**src/design/cvs_pkg.sv**
```systemverilog
`timescale 1ns / 1ps
// ----------------------------------------------------------------------------
// Composite video sync package
// Shared types and constants for the sync separator and line capture block.
// ----------------------------------------------------------------------------
package cvs_pkg;

  // Capture geometry.
  localparam int SAMPLES_PER_LINE = 30;
  localparam int MAX_LINES        = 1024;

  // Column counter holds 0..SAMPLES_PER_LINE, line counter 0..MAX_LINES.
  localparam int COL_W  = $clog2(SAMPLES_PER_LINE + 1);
  localparam int LINE_W = $clog2(MAX_LINES + 1);

  // Tick counters and the configuration data path.
  localparam int TICK_W   = 16;
  localparam int CFG_IDX_W = 3;

  // Register indexes of the configuration port.
  typedef enum logic [CFG_IDX_W-1:0] {
    REG_LONG_MIN  = 3'd0,
    REG_LONG_MAX  = 3'd1,
    REG_HSYNC_MIN = 3'd2,
    REG_HSYNC_MAX = 3'd3,
    REG_WINDOW    = 3'd4,
    REG_BLACK     = 3'd5,
    REG_GAIN      = 3'd6
  } cfg_reg_t;

  // Register reset values.
  localparam logic [15:0] LONG_MIN_RST  = 16'd2000;
  localparam logic [15:0] LONG_MAX_RST  = 16'd2399;
  localparam logic [15:0] HSYNC_MIN_RST = 16'd320;
  localparam logic [15:0] HSYNC_MAX_RST = 16'd479;
  localparam logic [15:0] WINDOW_RST    = 16'd3760;
  localparam logic [11:0] BLACK_RST     = 12'd372;
  localparam logic [3:0]  GAIN_RST      = 4'd4;

  // One input item per tick.
  typedef struct packed {
    logic        sync_low;
    logic        sample_valid;
    logic [11:0] adc_sample;
  } in_item_t;

  // One result item.
  typedef struct packed {
    logic [7:0] pixel;
    logic [9:0] line_index;
    logic [5:0] column_index;
    logic       line_end;
    logic       field_done;
  } out_item_t;

  // Current configuration as seen by the core.
  typedef struct packed {
    logic [15:0] long_min_ticks;
    logic [15:0] long_max_ticks;
    logic [15:0] hsync_min_ticks;
    logic [15:0] hsync_max_ticks;
    logic [15:0] window_ticks;
    logic [11:0] black_offset;
    logic [3:0]  sample_gain;
  } cfg_t;

  // Core status for monitoring.
  typedef struct packed {
    logic finished;
    logic in_window;
  } core_status_t;

endpackage

```
**src/design/cvs_cfg_regs.sv**
```systemverilog
`timescale 1ns / 1ps
// ----------------------------------------------------------------------------
// Configuration registers
// Holds the seven capture settings, written through a valid/ready channel.
// ----------------------------------------------------------------------------
module cvs_cfg_regs import cvs_pkg::*; (
  input  logic                 clk,
  input  logic                 rst_n,
  input  logic                 cfg_valid,
  output logic                 cfg_ready,
  input  logic [CFG_IDX_W-1:0] cfg_index,
  input  logic [15:0]          cfg_data,
  output cfg_t                 cfg
);

  cfg_t cfg_r;

  // Writes are always taken.
  assign cfg_ready = 1'b1;
  assign cfg       = cfg_r;

  // Register file; an index beyond the list writes nothing.
  always_ff @(posedge clk) begin
    if (!rst_n) begin
      cfg_r.long_min_ticks  <= LONG_MIN_RST;
      cfg_r.long_max_ticks  <= LONG_MAX_RST;
      cfg_r.hsync_min_ticks <= HSYNC_MIN_RST;
      cfg_r.hsync_max_ticks <= HSYNC_MAX_RST;
      cfg_r.window_ticks    <= WINDOW_RST;
      cfg_r.black_offset    <= BLACK_RST;
      cfg_r.sample_gain     <= GAIN_RST;
    end else if (cfg_valid) begin
      case (cfg_reg_t'(cfg_index))
        REG_LONG_MIN:  cfg_r.long_min_ticks  <= cfg_data;
        REG_LONG_MAX:  cfg_r.long_max_ticks  <= cfg_data;
        REG_HSYNC_MIN: cfg_r.hsync_min_ticks <= cfg_data;
        REG_HSYNC_MAX: cfg_r.hsync_max_ticks <= cfg_data;
        REG_WINDOW:    cfg_r.window_ticks    <= cfg_data;
        REG_BLACK:     cfg_r.black_offset    <= cfg_data[11:0];
        REG_GAIN:      cfg_r.sample_gain     <= cfg_data[3:0];
        default: begin
        end
      endcase
    end
  end

endmodule

```
**src/design/cvs_pixel_scale.sv**
```systemverilog
`timescale 1ns / 1ps
// ----------------------------------------------------------------------------
// Pixel scaler
// Subtracts the black level, applies the gain, clamps to 12 bits and keeps
// the top eight bits.
// ----------------------------------------------------------------------------
module cvs_pixel_scale import cvs_pkg::*; (
  input  logic [11:0] adc_sample,
  input  logic [11:0] black_offset,
  input  logic [3:0]  sample_gain,
  output logic [7:0]  pixel
);

  logic [12:0] diff;
  logic [15:0] prod;
  logic [11:0] clamped;

  // Offset removal with a borrow bit that marks a sample below black.
  assign diff = {1'b0, adc_sample} - {1'b0, black_offset};
  assign prod = diff[11:0] * sample_gain;

  // Clamp to the 12-bit range.
  always_comb begin
    if (diff[12]) begin
      clamped = 12'd0;
    end else if (prod > 16'h0FFF) begin
      clamped = 12'hFFF;
    end else begin
      clamped = prod[11:0];
    end
  end

  assign pixel = clamped[11:4];

endmodule

```
**src/design/cvs_sync_core.sv**
```systemverilog
`timescale 1ns / 1ps
// ----------------------------------------------------------------------------
// Sync and capture core
// Measures sync pulses, tracks the capture window and line/column counters,
// and forms at most one result item for each processed input item.
// ----------------------------------------------------------------------------
module cvs_sync_core import cvs_pkg::*; (
  input  logic         clk,
  input  logic         rst_n,
  input  logic         step,
  input  in_item_t     item,
  input  cfg_t         cfg,
  output logic         has_res,
  output out_item_t    res,
  output core_status_t status
);

  logic              prev_sync_r, prev_sync_nxt;
  logic [TICK_W-1:0] pulse_len_r, pulse_len_nxt;
  logic              armed_r, armed_nxt;
  logic              finished_r, finished_nxt;
  logic              in_window_r, in_window_nxt;
  logic [TICK_W-1:0] window_left_r, window_left_nxt;
  logic [COL_W-1:0]  col_r, col_nxt;
  logic [LINE_W-1:0] line_r, line_nxt;

  logic [7:0]        pixel;
  logic [COL_W-1:0]  col_inc;
  logic              take;
  logic              is_long;
  logic              is_hsync;

  cvs_pixel_scale u_scale (
    .adc_sample   (item.adc_sample),
    .black_offset (cfg.black_offset),
    .sample_gain  (cfg.sample_gain),
    .pixel        (pixel)
  );

  assign col_inc  = COL_W'(col_r + COL_W'(1));
  assign take     = in_window_r && item.sample_valid
                    && (col_r < COL_W'(SAMPLES_PER_LINE));
  assign is_long  = (pulse_len_r >= cfg.long_min_ticks)
                    && (pulse_len_r <= cfg.long_max_ticks);
  assign is_hsync = (pulse_len_r >= cfg.hsync_min_ticks)
                    && (pulse_len_r <= cfg.hsync_max_ticks);

  assign status.finished  = finished_r;
  assign status.in_window = in_window_r;

  // Next state and result for the item at hand.
  always_comb begin
    prev_sync_nxt   = prev_sync_r;
    pulse_len_nxt   = pulse_len_r;
    armed_nxt       = armed_r;
    finished_nxt    = finished_r;
    in_window_nxt   = in_window_r;
    window_left_nxt = window_left_r;
    col_nxt         = col_r;
    line_nxt        = line_r;
    has_res         = 1'b0;
    res             = '0;

    if (!finished_r) begin
      // Window: take a sample, then count down or close on the last tick.
      if (in_window_r) begin
        if (take) begin
          has_res          = 1'b1;
          res.pixel        = pixel;
          res.line_index   = line_r[9:0];
          res.column_index = 6'(col_r);
          res.line_end     = (col_inc == COL_W'(SAMPLES_PER_LINE));
          col_nxt          = col_inc;
        end
        if (window_left_r == '0) begin
          in_window_nxt = 1'b0;
          col_nxt       = '0;
          if (line_r < LINE_W'(MAX_LINES)) begin
            line_nxt = LINE_W'(line_r + LINE_W'(1));
          end
        end else begin
          window_left_nxt = window_left_r - TICK_W'(1);
        end
      end

      // Pulse measurement and classification at the rising edge of sync.
      if (item.sync_low) begin
        if (!prev_sync_r) begin
          pulse_len_nxt = TICK_W'(1);
        end else if (pulse_len_r != '1) begin
          pulse_len_nxt = pulse_len_r + TICK_W'(1);
        end
      end else if (prev_sync_r && !in_window_r) begin
        if (is_long) begin
          if (line_r != '0) begin
            has_res          = 1'b1;
            res              = '0;
            res.field_done   = 1'b1;
            line_nxt         = '0;
            armed_nxt        = 1'b0;
            finished_nxt     = 1'b1;
          end else begin
            armed_nxt = 1'b1;
          end
        end else if (is_hsync) begin
          if (armed_r && (line_r < LINE_W'(MAX_LINES))) begin
            in_window_nxt   = 1'b1;
            window_left_nxt = cfg.window_ticks;
            col_nxt         = '0;
          end
        end
      end
      prev_sync_nxt = item.sync_low;
    end
  end

  // Control state.
  always_ff @(posedge clk) begin
    if (!rst_n) begin
      prev_sync_r   <= 1'b0;
      pulse_len_r   <= '0;
      armed_r       <= 1'b0;
      finished_r    <= 1'b0;
      in_window_r   <= 1'b0;
      window_left_r <= '0;
      col_r         <= '0;
      line_r        <= '0;
    end else if (step) begin
      prev_sync_r   <= prev_sync_nxt;
      pulse_len_r   <= pulse_len_nxt;
      armed_r       <= armed_nxt;
      finished_r    <= finished_nxt;
      in_window_r   <= in_window_nxt;
      window_left_r <= window_left_nxt;
      col_r         <= col_nxt;
      line_r        <= line_nxt;
    end
  end

endmodule

```
**src/design/composite_video_sync_and_line_capture.sv**
```systemverilog
`timescale 1ns / 1ps
// ----------------------------------------------------------------------------
// Composite video sync separator and line capture
// Separates long and horizontal sync pulses and captures scaled pixels from
// the active part of each line until the field ends.
//
//   Channel  Ports                              Direction
//   in       in_valid, in_ready, in_data        item in, one per tick
//   out      out_valid, out_ready, out_data     zero or one result per item
//   cfg      cfg_valid, cfg_ready, cfg_index,   register write, always ready
//            cfg_data
//
// One item is accepted per cycle while the result register is not stalled;
// its result, if any, passes the input register, then the result register.
// Reset (rst_n low, synchronous) restores register defaults and clears all
// sync, window and counter state.
// A stalled result register holds the core only when the next item would
// produce a result; items that produce none keep flowing.
// ----------------------------------------------------------------------------
module composite_video_sync_and_line_capture import cvs_pkg::*; (
  input  logic                 clk,
  input  logic                 rst_n,
  input  logic                 in_valid,
  output logic                 in_ready,
  input  in_item_t             in_data,
  output logic                 out_valid,
  input  logic                 out_ready,
  output out_item_t            out_data,
  input  logic                 cfg_valid,
  output logic                 cfg_ready,
  input  logic [CFG_IDX_W-1:0] cfg_index,
  input  logic [15:0]          cfg_data
);

  cfg_t         cfg;
  in_item_t     in_item_r;
  logic         in_v_r;
  out_item_t    out_item_r;
  logic         out_v_r;
  logic         advance;
  logic         has_res;
  out_item_t    res;
  core_status_t status;

  cvs_cfg_regs u_cfg (
    .clk       (clk),
    .rst_n     (rst_n),
    .cfg_valid (cfg_valid),
    .cfg_ready (cfg_ready),
    .cfg_index (cfg_index),
    .cfg_data  (cfg_data),
    .cfg       (cfg)
  );

  cvs_sync_core u_core (
    .clk     (clk),
    .rst_n   (rst_n),
    .step    (advance),
    .item    (in_item_r),
    .cfg     (cfg),
    .has_res (has_res),
    .res     (res),
    .status  (status)
  );

  // The held item moves on when its result, if any, has a place to go.
  assign advance  = in_v_r && (!out_v_r || out_ready || !has_res);
  assign in_ready = !in_v_r || advance;

  assign out_valid = out_v_r;
  assign out_data  = out_item_r;

  // Input register.
  always_ff @(posedge clk) begin
    if (!rst_n) begin
      in_v_r <= 1'b0;
    end else if (in_ready) begin
      in_v_r <= in_valid;
    end
  end

  always_ff @(posedge clk) begin
    if (in_valid && in_ready) begin
      in_item_r <= in_data;
    end
  end

  // Result register.
  always_ff @(posedge clk) begin
    if (!rst_n) begin
      out_v_r <= 1'b0;
    end else if (advance && has_res) begin
      out_v_r <= 1'b1;
    end else if (out_ready) begin
      out_v_r <= 1'b0;
    end
  end

  always_ff @(posedge clk) begin
    if (advance && has_res) begin
      out_item_r <= res;
    end
  end

`ifndef SYNTHESIS
  // Once the field has ended the core stays finished until reset.
  a_finished_sticky: assert property (@(posedge clk) disable iff (!rst_n)
    status.finished |=> status.finished)
    else $error("finished state left without reset");

  // No capture window can be open after the field has ended.
  a_no_window_after_done: assert property (@(posedge clk) disable iff (!rst_n)
    status.finished |-> !status.in_window)
    else $error("window open after field done");

  // A line end marks the last column slot.
  a_line_end_column: assert property (@(posedge clk) disable iff (!rst_n)
    out_valid && out_data.line_end |->
      out_data.column_index == 6'(SAMPLES_PER_LINE - 1))
    else $error("line end on wrong column");

  // Pixel items never name a column beyond the line.
  a_column_range: assert property (@(posedge clk) disable iff (!rst_n)
    out_valid && !out_data.field_done |->
      out_data.column_index < 6'(SAMPLES_PER_LINE))
    else $error("column index out of range");
`endif

endmodule

```
**config.mk**
```make
export PLATFORM = sky130hd
export DESIGN_NAME = composite_video_sync_and_line_capture
export DESIGN_NICKNAME = d
export VERILOG_FILES = /design/src/design/cvs_pkg.sv /design/src/design/cvs_cfg_regs.sv /design/src/design/cvs_pixel_scale.sv /design/src/design/cvs_sync_core.sv /design/src/design/composite_video_sync_and_line_capture.sv
export SDC_FILE = /design/constraint.sdc
export NUM_CORES = 1
export LEC_CHECK = 0
export BUFFER_PORTS_ARGS = -buffer_cell sky130_fd_sc_hd__buf_2
export CAP_MARGIN = 20
export CORE_UTILIZATION = 58
export DETAILED_ROUTE_END_ITERATION = 7
export PLACE_DENSITY = 0.76
export SETUP_SLACK_MARGIN = 0.3
export SYNTH_ARGS = -nofsm -noshare
export SYNTH_HDL_FRONTEND = slang
export SYNTH_SLANG_ARGS = --single-unit
```
**constraint.sdc**
```tcl
create_clock -name clk -period 8.72 [get_ports clk]
set_input_delay 0.872 -clock clk [delete_from_list [all_inputs] [get_ports clk]]
set_output_delay 0.872 -clock clk [all_outputs]
set_load 0.1 [all_outputs]
```
Word level (Yosys, flattened, before mapping)

Index checks and enable logic that the tools add are counted.

Bits in registers: 190
Input bits: 38
Word-level logic and storage cells: 136

Add/subtract/negate cells: 5
Multipliers: 1
Order comparisons: 7
Equal/unequal tests: 9
Muxes and demuxes: 54
Bitwise operators: 4
Reductions and logical operators: 31

Operators by type and width:

| operator                | count |
|---|---|
| $mux W16                | 9 |
| $mux W26                | 4 |
| $mux W11                | 7 |
| $mux W25                | 2 |
| $mux W5                 | 8 |
| $ge A16 B16 Y1          | 2 |
| $le A16 B16 Y1          | 2 |
| $mux W12                | 2 |
| $mux W1                 | 22 |
| $add A16 B1 Y16 const B | 1 |
| $gt A16 B12 Y1 const B  | 1 |
| $logic_not A16 Y1       | 1 |
| $mul A12 B4 Y16         | 1 |
| $ne A16 B16 Y1 const B  | 1 |
| $reduce_and A2 Y1       | 8 |
| $sub A16 B1 Y16 const B | 1 |
| $sub A12 B12 Y13        | 1 |
| $add A11 B1 Y11 const B | 1 |
| $lt A11 B11 Y1 const B  | 1 |
| $reduce_bool A11 Y1     | 1 |
| $eq A3 B3 Y1 const B    | 3 |
| $logic_and A1 B1 Y1     | 9 |
| $eq A3 B2 Y1 const B    | 2 |
| $add A5 B1 Y5 const B   | 1 |
| 12 further kinds        | 20 |

Logic depth before layout (Yosys ltp)

Depth in word-level cells: 14
Gate-level depth with buffers: 23

Hierarchy

From an unflattened synthesis, not the netlist that was laid out.

Cell total of the unflattened synthesis: 1305
Area, all modules: 11931.4 um2

By module, submodules not included:

| module                                | times used | cells each | area an instance (um2) |
|---|---|---|---|
| cvs_sync_core                         | 1          | 617        | 4787.1 |
| cvs_cfg_regs                          | 1          | 353        | 3689.8 |
| cvs_pixel_scale                       | 1          | 283        | 2135.8 |
| composite_video_sync_and_line_capture | 1          | 52         | 1318.8 |

Worst setup path before layout

Ideal clock, no wire load.

Kind: reg2reg
From: register in_item_r[0] in the netlist's numbering
To: register out_item_r, in the netlist out_data[24], data pin
Arrival time: 4695 ps
Data required time: 8456 ps
Setup slack: 3761 ps
Stages on the path, launching flop included: 23
Clock period less this slack: 4959 ps
Path through: edfxtp_1 inv_1 ha_1 fa_1 nor2b_1 o21ai_0 a21boi_0 o21ai_0 nor2b_1 xnor2_1 and2_1 fa_1 inv_1 fa_1 inv_1 ha_1 or2_2 a21oi_1 a31oi_1 a21o_1 a21oi_1 xnor2_1 o41a_1

Word-level cells in the longest chain between the ends: 11

Ends and longest elaborated chain:

| item                   | line                                         | text |
|---|---|---|
| from (decl)            | composite_video_sync_and_line_capture.sv:36  | `in_item_t in_item_r;` |
| from (signal assigned) | composite_video_sync_and_line_capture.sv:84  | `in_item_r <= in_data;` |
| $sub A12 B12 Y13 (*)   | cvs_pixel_scale.sv:19                        | `assign diff = {1'b0, adc_sample} - {1'b0, black_offset};` |
| $mul A12 B4 Y16        | cvs_pixel_scale.sv:20                        | `assign prod = diff[11:0] * sample_gain;` |
| $gt A16 B12 Y1         | cvs_pixel_scale.sv:26                        | `end else if (prod > 16'h0FFF) begin` |
| $mux W12               | cvs_pixel_scale.sv:26                        |  |
| $mux W12 (*)           | cvs_pixel_scale.sv:24                        | `if (diff[12]) begin` |
| $mux W25 (*)           | cvs_sync_core.sv:67                          | `if (take) begin` |
| $mux W25 (*)           | cvs_sync_core.sv:66                          | `if (in_window_r) begin` |
| $mux W26               | cvs_sync_core.sv:95                          | `if (line_r != '0) begin` |
| $mux W26               | cvs_sync_core.sv:94                          | `if (is_long) begin` |
| $mux W26               | cvs_sync_core.sv:93                          | `end else if (prev_sync_r && !in_window_r) begin` |
| $mux W26 (*)           | cvs_sync_core.sv:87                          | `if (item.sync_low) begin` |
| to (signal assigned)   | composite_video_sync_and_line_capture.sv:101 | `out_item_r <= res;` |
| to (decl)              | composite_video_sync_and_line_capture.sv:38  | `out_item_t out_item_r;` |

Every way passes the cells marked *; elsewhere a longest branch is shown, timed or not.
A chain may end at the register's enable or synchronous reset.

Worst setup path in the final report

From: register in_item_r[0] in the netlist's numbering
To: register out_item_r, in the netlist out_data[25], data pin

Same word-level chain as after synthesis.

==> run_results.csv <==
group,metric,value,unit
placed_design,dpl.hpwl,19.9,mm
finish,nets,1580,
clocking,clkSlewWorstSetupHoldPaths,70,ps
setup_path,reg2reg_slack,3290,ps
drt,vias_per_cell,5.83,
timing,skew,11.3,ps
synth,ys_seq_area_share,36.5,%
status,status,"finished clean",
setup_path,crit_fanout,8,
finish,antenna_cells,0,
synth,syn_area_per_cell,8.28,um^2
grt,gr-total-overflow,0,
clocking,cts_root_buffer,"clkbuf_16",
synth,yosysWarnings,0,
synth,syn-instance-count,1381,
power_and_ir_drop,peakVddDrop,0.143,mV
floorplan,pin_count,67,
setup_path,arrival,5610,ps
grt,grt_first_pass_wirelength,46.0,mm
worst_hold_path,worstHoldPathCells,2,
timing,rsz0062_at_grt,"false",
clocking,cts_setup_buffers,0,
drt,drt_pass1_iterations,5,
timing,drv_slew,0,
finish,area_delta_synth_final,9.94,%
setup_path,crit_type,"reg2reg",
grt,antenna_found_initial,0,
floorplan,core,19000,um^2
finish,stdcell_count,1691,
clocking,cts_hold_buf,0,
power_and_ir_drop,p_leak,5.24,nW
floorplan,die_h,142,um
worst_hold_path,hold_path.startpoint,"u_cfg.cfg[7]",
timing,setup_ws,3290,ps
clocking,clk_latency,440,ps
placed_design,io_buffers,64,
power_and_ir_drop,power_density,159,nW/um^2
clocking,cts-resized-gates,0,
drt,wl,28.0,mm
placed_design,dp_cells,1659,
synth,synthFlopType,"dfxtp_1",
finish,fillers,1645,
worst_hold_path,whs_endpoint,"u_cfg.cfg[7]",
floorplan,die_w,142,um
floorplan,num_rows,50,
clocking,clock_sinks,189,
timing,setup_viol,0,
synth,synthMuxAreaShare,1.32,%
timing,worst_pin_slew,926,ps
synth,synthSimpleGateAreaFrac,22.2,%
timing,max-slew-margin-rel,36.7,%
grt,grt_max_degree,45,
setup_path,worstPathRequired,8910,ps
synth,synth-compound-area-share,17.2,%
finish,ff_latch_area,4170,um^2
drt,wl_per_cell,16.6,um
finish,multi_input_area,6540,um^2
finish,post-route-util,66.1,%
job,drv_cap,0,
synth,synth-seq-cells,189,
timing,timing.final.crit_share,62.2,%
worst_hold_path,hold_class,"reg2reg",
setup_path,r2r_end,"out_data[25]",
clocking,cts_tree,"done",
drt,drtAntennaViolNets,0,
setup_path,rr_startpoint,"in_item_r[0]",
placed_design,gp_congestion,0.890,
placed_design,dp_slack,3310,ps
finish,drive_gt1_share,9.01,%
clocking,clockBufferDepth,2,
timing,hold_violations,0,
synth,synth-edff-count,39,
synth,synth_top_family_by_area,"simple AND/OR/NAND/NOR gates",
synth,synthArstFlopShare,0,%
drt,drt_drc_violations_left,0,
timing,fmax,184,MHz
timing,layout_min_cycle_time,5430,ps
clocking,cts_made_buffers,17,
finish,stdcell_area,12600,um^2
synth,synth_nets,1543,
floorplan,initial_core_util,60.1,%
timing,fin_setup_tns,0,ps
grt,track_usage,28.9,%
setup_path,cp-start-kind,"flop",
drt,dr.first_iter.drc_count,720,
synth,synth_fa_ha_area_share,14.9,%
synth,netlist_area,11400,um^2
placed_design,placed_cell_area,12000,um^2
drt,vias,9859,
synth,synthXorXnorAreaFrac,1.30,%
clocking,htreeDepth,4,
grt,grt_pass1_vias,9342,
setup_path,end_kind,"flop",
floorplan,dieArea,20300,um^2
synth,synth_cell_type_count,72,
setup_path,timing.reg2reg.worst_path_depth,21,
state kept, by name, summed over array words and instances, names as in the netlist:
register              count
out_data                 25
u_cfg.cfg                96
in_v_r                    1
out_valid                 1
u_core.finished_r         1
u_core.col_r              5
u_core.prev_sync_r        1
u_core.in_window_r        1
in_item_r                14
u_core.armed_r            1
u_core.line_r            11
u_core.window_left_r     16
u_core.pulse_len_r       16
Yosys cell counts, drive strengths merged (14+ instances only):
| cell type | instances | area share, % |
|---|---|---|
| fa | 21 | 3.7 |
| nor3 | 31 | 1.4 |
| ha | 103 | 11 |
| inv | 135 | 4.4 |
| o211ai | 34 | 2.2 |
| nand4 | 17 | 0.93 |
| nor2 | 64 | 2.1 |
| nand2 | 250 | 8.2 |
| clkbuf | 44 | 1.4 |
| nor2b | 15 | 0.82 |
| edfxtp | 39 | 10 |
| nand2b | 16 | 0.88 |
| dfxtp | 150 | 26 |
| mux2i | 14 | 1.2 |
| xnor2 | 14 | 1.1 |
| and2 | 34 | 1.9 |
| a21oi | 118 | 5.2 |
| o21ai | 43 | 1.9 |
| nand3 | 52 | 2.3 |
| buf | 14 | 0.59 |
| and3 | 14 | 0.77 |
worst max-delay path by stage:
stage          cells after the start         start  slack [ps]            to
6_report                          21  in_item_r[0]        3290  out_data[25]
3_3_place_gp                      21  in_item_r[0]        3490  out_data[25]
5_1_grt                           23  in_item_r[0]        2920  out_data[24]
3_5_place_dp                      21  in_item_r[0]        3310  out_data[25]
4_1_cts                           21  in_item_r[0]        3290  out_data[25]
2_1_floorplan                     22  in_item_r[0]        3760  out_data[24]
where the power goes:
group / internal (W) / switching, W / total, W
clock: 0.000459 / 0.000364 / 0.000823
combinational: 0.0000906 / 0.000163 / 0.000254
sequential: 0.000907 / 0.0000105 / 0.000918
total: 0.00146 / 0.000537 / 0.00199
final cells by class:
class / instances / area share, %
clock buffers: 18 / 3.41
multi-input cells: 999 / 52.0
repair buffers: 76 / 3.26
inverters: 135 / 4.03
well taps: 260 / 2.59
clock inverters: 14 / 1.47
flip-flops and latches: 189 / 33.2
through the flow:
step                      hold WS (ps)  power [W]
final                              458    0.00199
after global routing               470    0.00206
after CTS                          458    0.00200
after detailed placement           448    0.00119
after global placement             442    0.00118
after floorplan                    429    0.00112
metal layers:
layer | wire (um) | vias to the layer above | track usage [%]
li1 | - | 4863 | -
met1 | 12600 | 4665 | 36.0
met4 | 797 | 0 | 10.7
met2 | 13400 | 278 | 50.1
met5 | 0 | - | 0
met3 | 1220 | 53 | 4.64
layout by cell type, fill, tap and decap left out, drive strengths merged, types with 4 or more instances in the layout:
cell,Yosys,layout
o221ai,8,8
nand3,52,52
o31ai,7,7
o21a,9,9
nor2,64,64
fa,21,21
inv,135,140
a31oi,8,8
or3,10,10
and3,14,14
o211ai,34,34
ha,103,103
xnor2,14,14
nor2b,15,15
nor3,31,31
o41a,9,9
and2,34,34
a22oi,6,6
a21o,10,10
dfxtp,150,150
mux2i,14,14
or4,4,4
edfxtp,39,39
buf,14,76
clkbuf,44,18
a21oi,118,118
nor4,10,10
o21bai,8,8
o21ai,43,43
or2,6,6
nor3b,5,5
clkinv,0,4
nand4,17,17
nand2,250,250
o22ai,4,4
nand2b,16,16
a211oi,7,7
critical path, stage by stage, from the launching register on:
cell and delay [ps]:
edfxtp_1 330, inv_1 40, ha_1 200, fa_1 410, nor2b_1 120, o21ai_0 90
a21boi_0 240, o21ai_0 130, nor2b_1 160, xnor2_1 170, and2_1 190, fa_1 470
inv_1 50, fa_1 520, inv_1 40, ha_1 240, o41ai_1 480, o21ai_0 210
nor4_1 280, o21ai_0 150, o31a_1 200, o41a_1 450
cells by family (layout without fill, tap and decap cells):
family | after synthesis | count (layout)
simple gates | 537 | 537
mux | 15 | 15
xor+xnor | 17 | 17
fa+ha+maj | 124 | 124
other cells | 2 | 2
flops | 189 | 189
compound gates | 304 | 304
buf+inv | 193 | 243
Note: power is estimated with default switching activity, not from simulation.
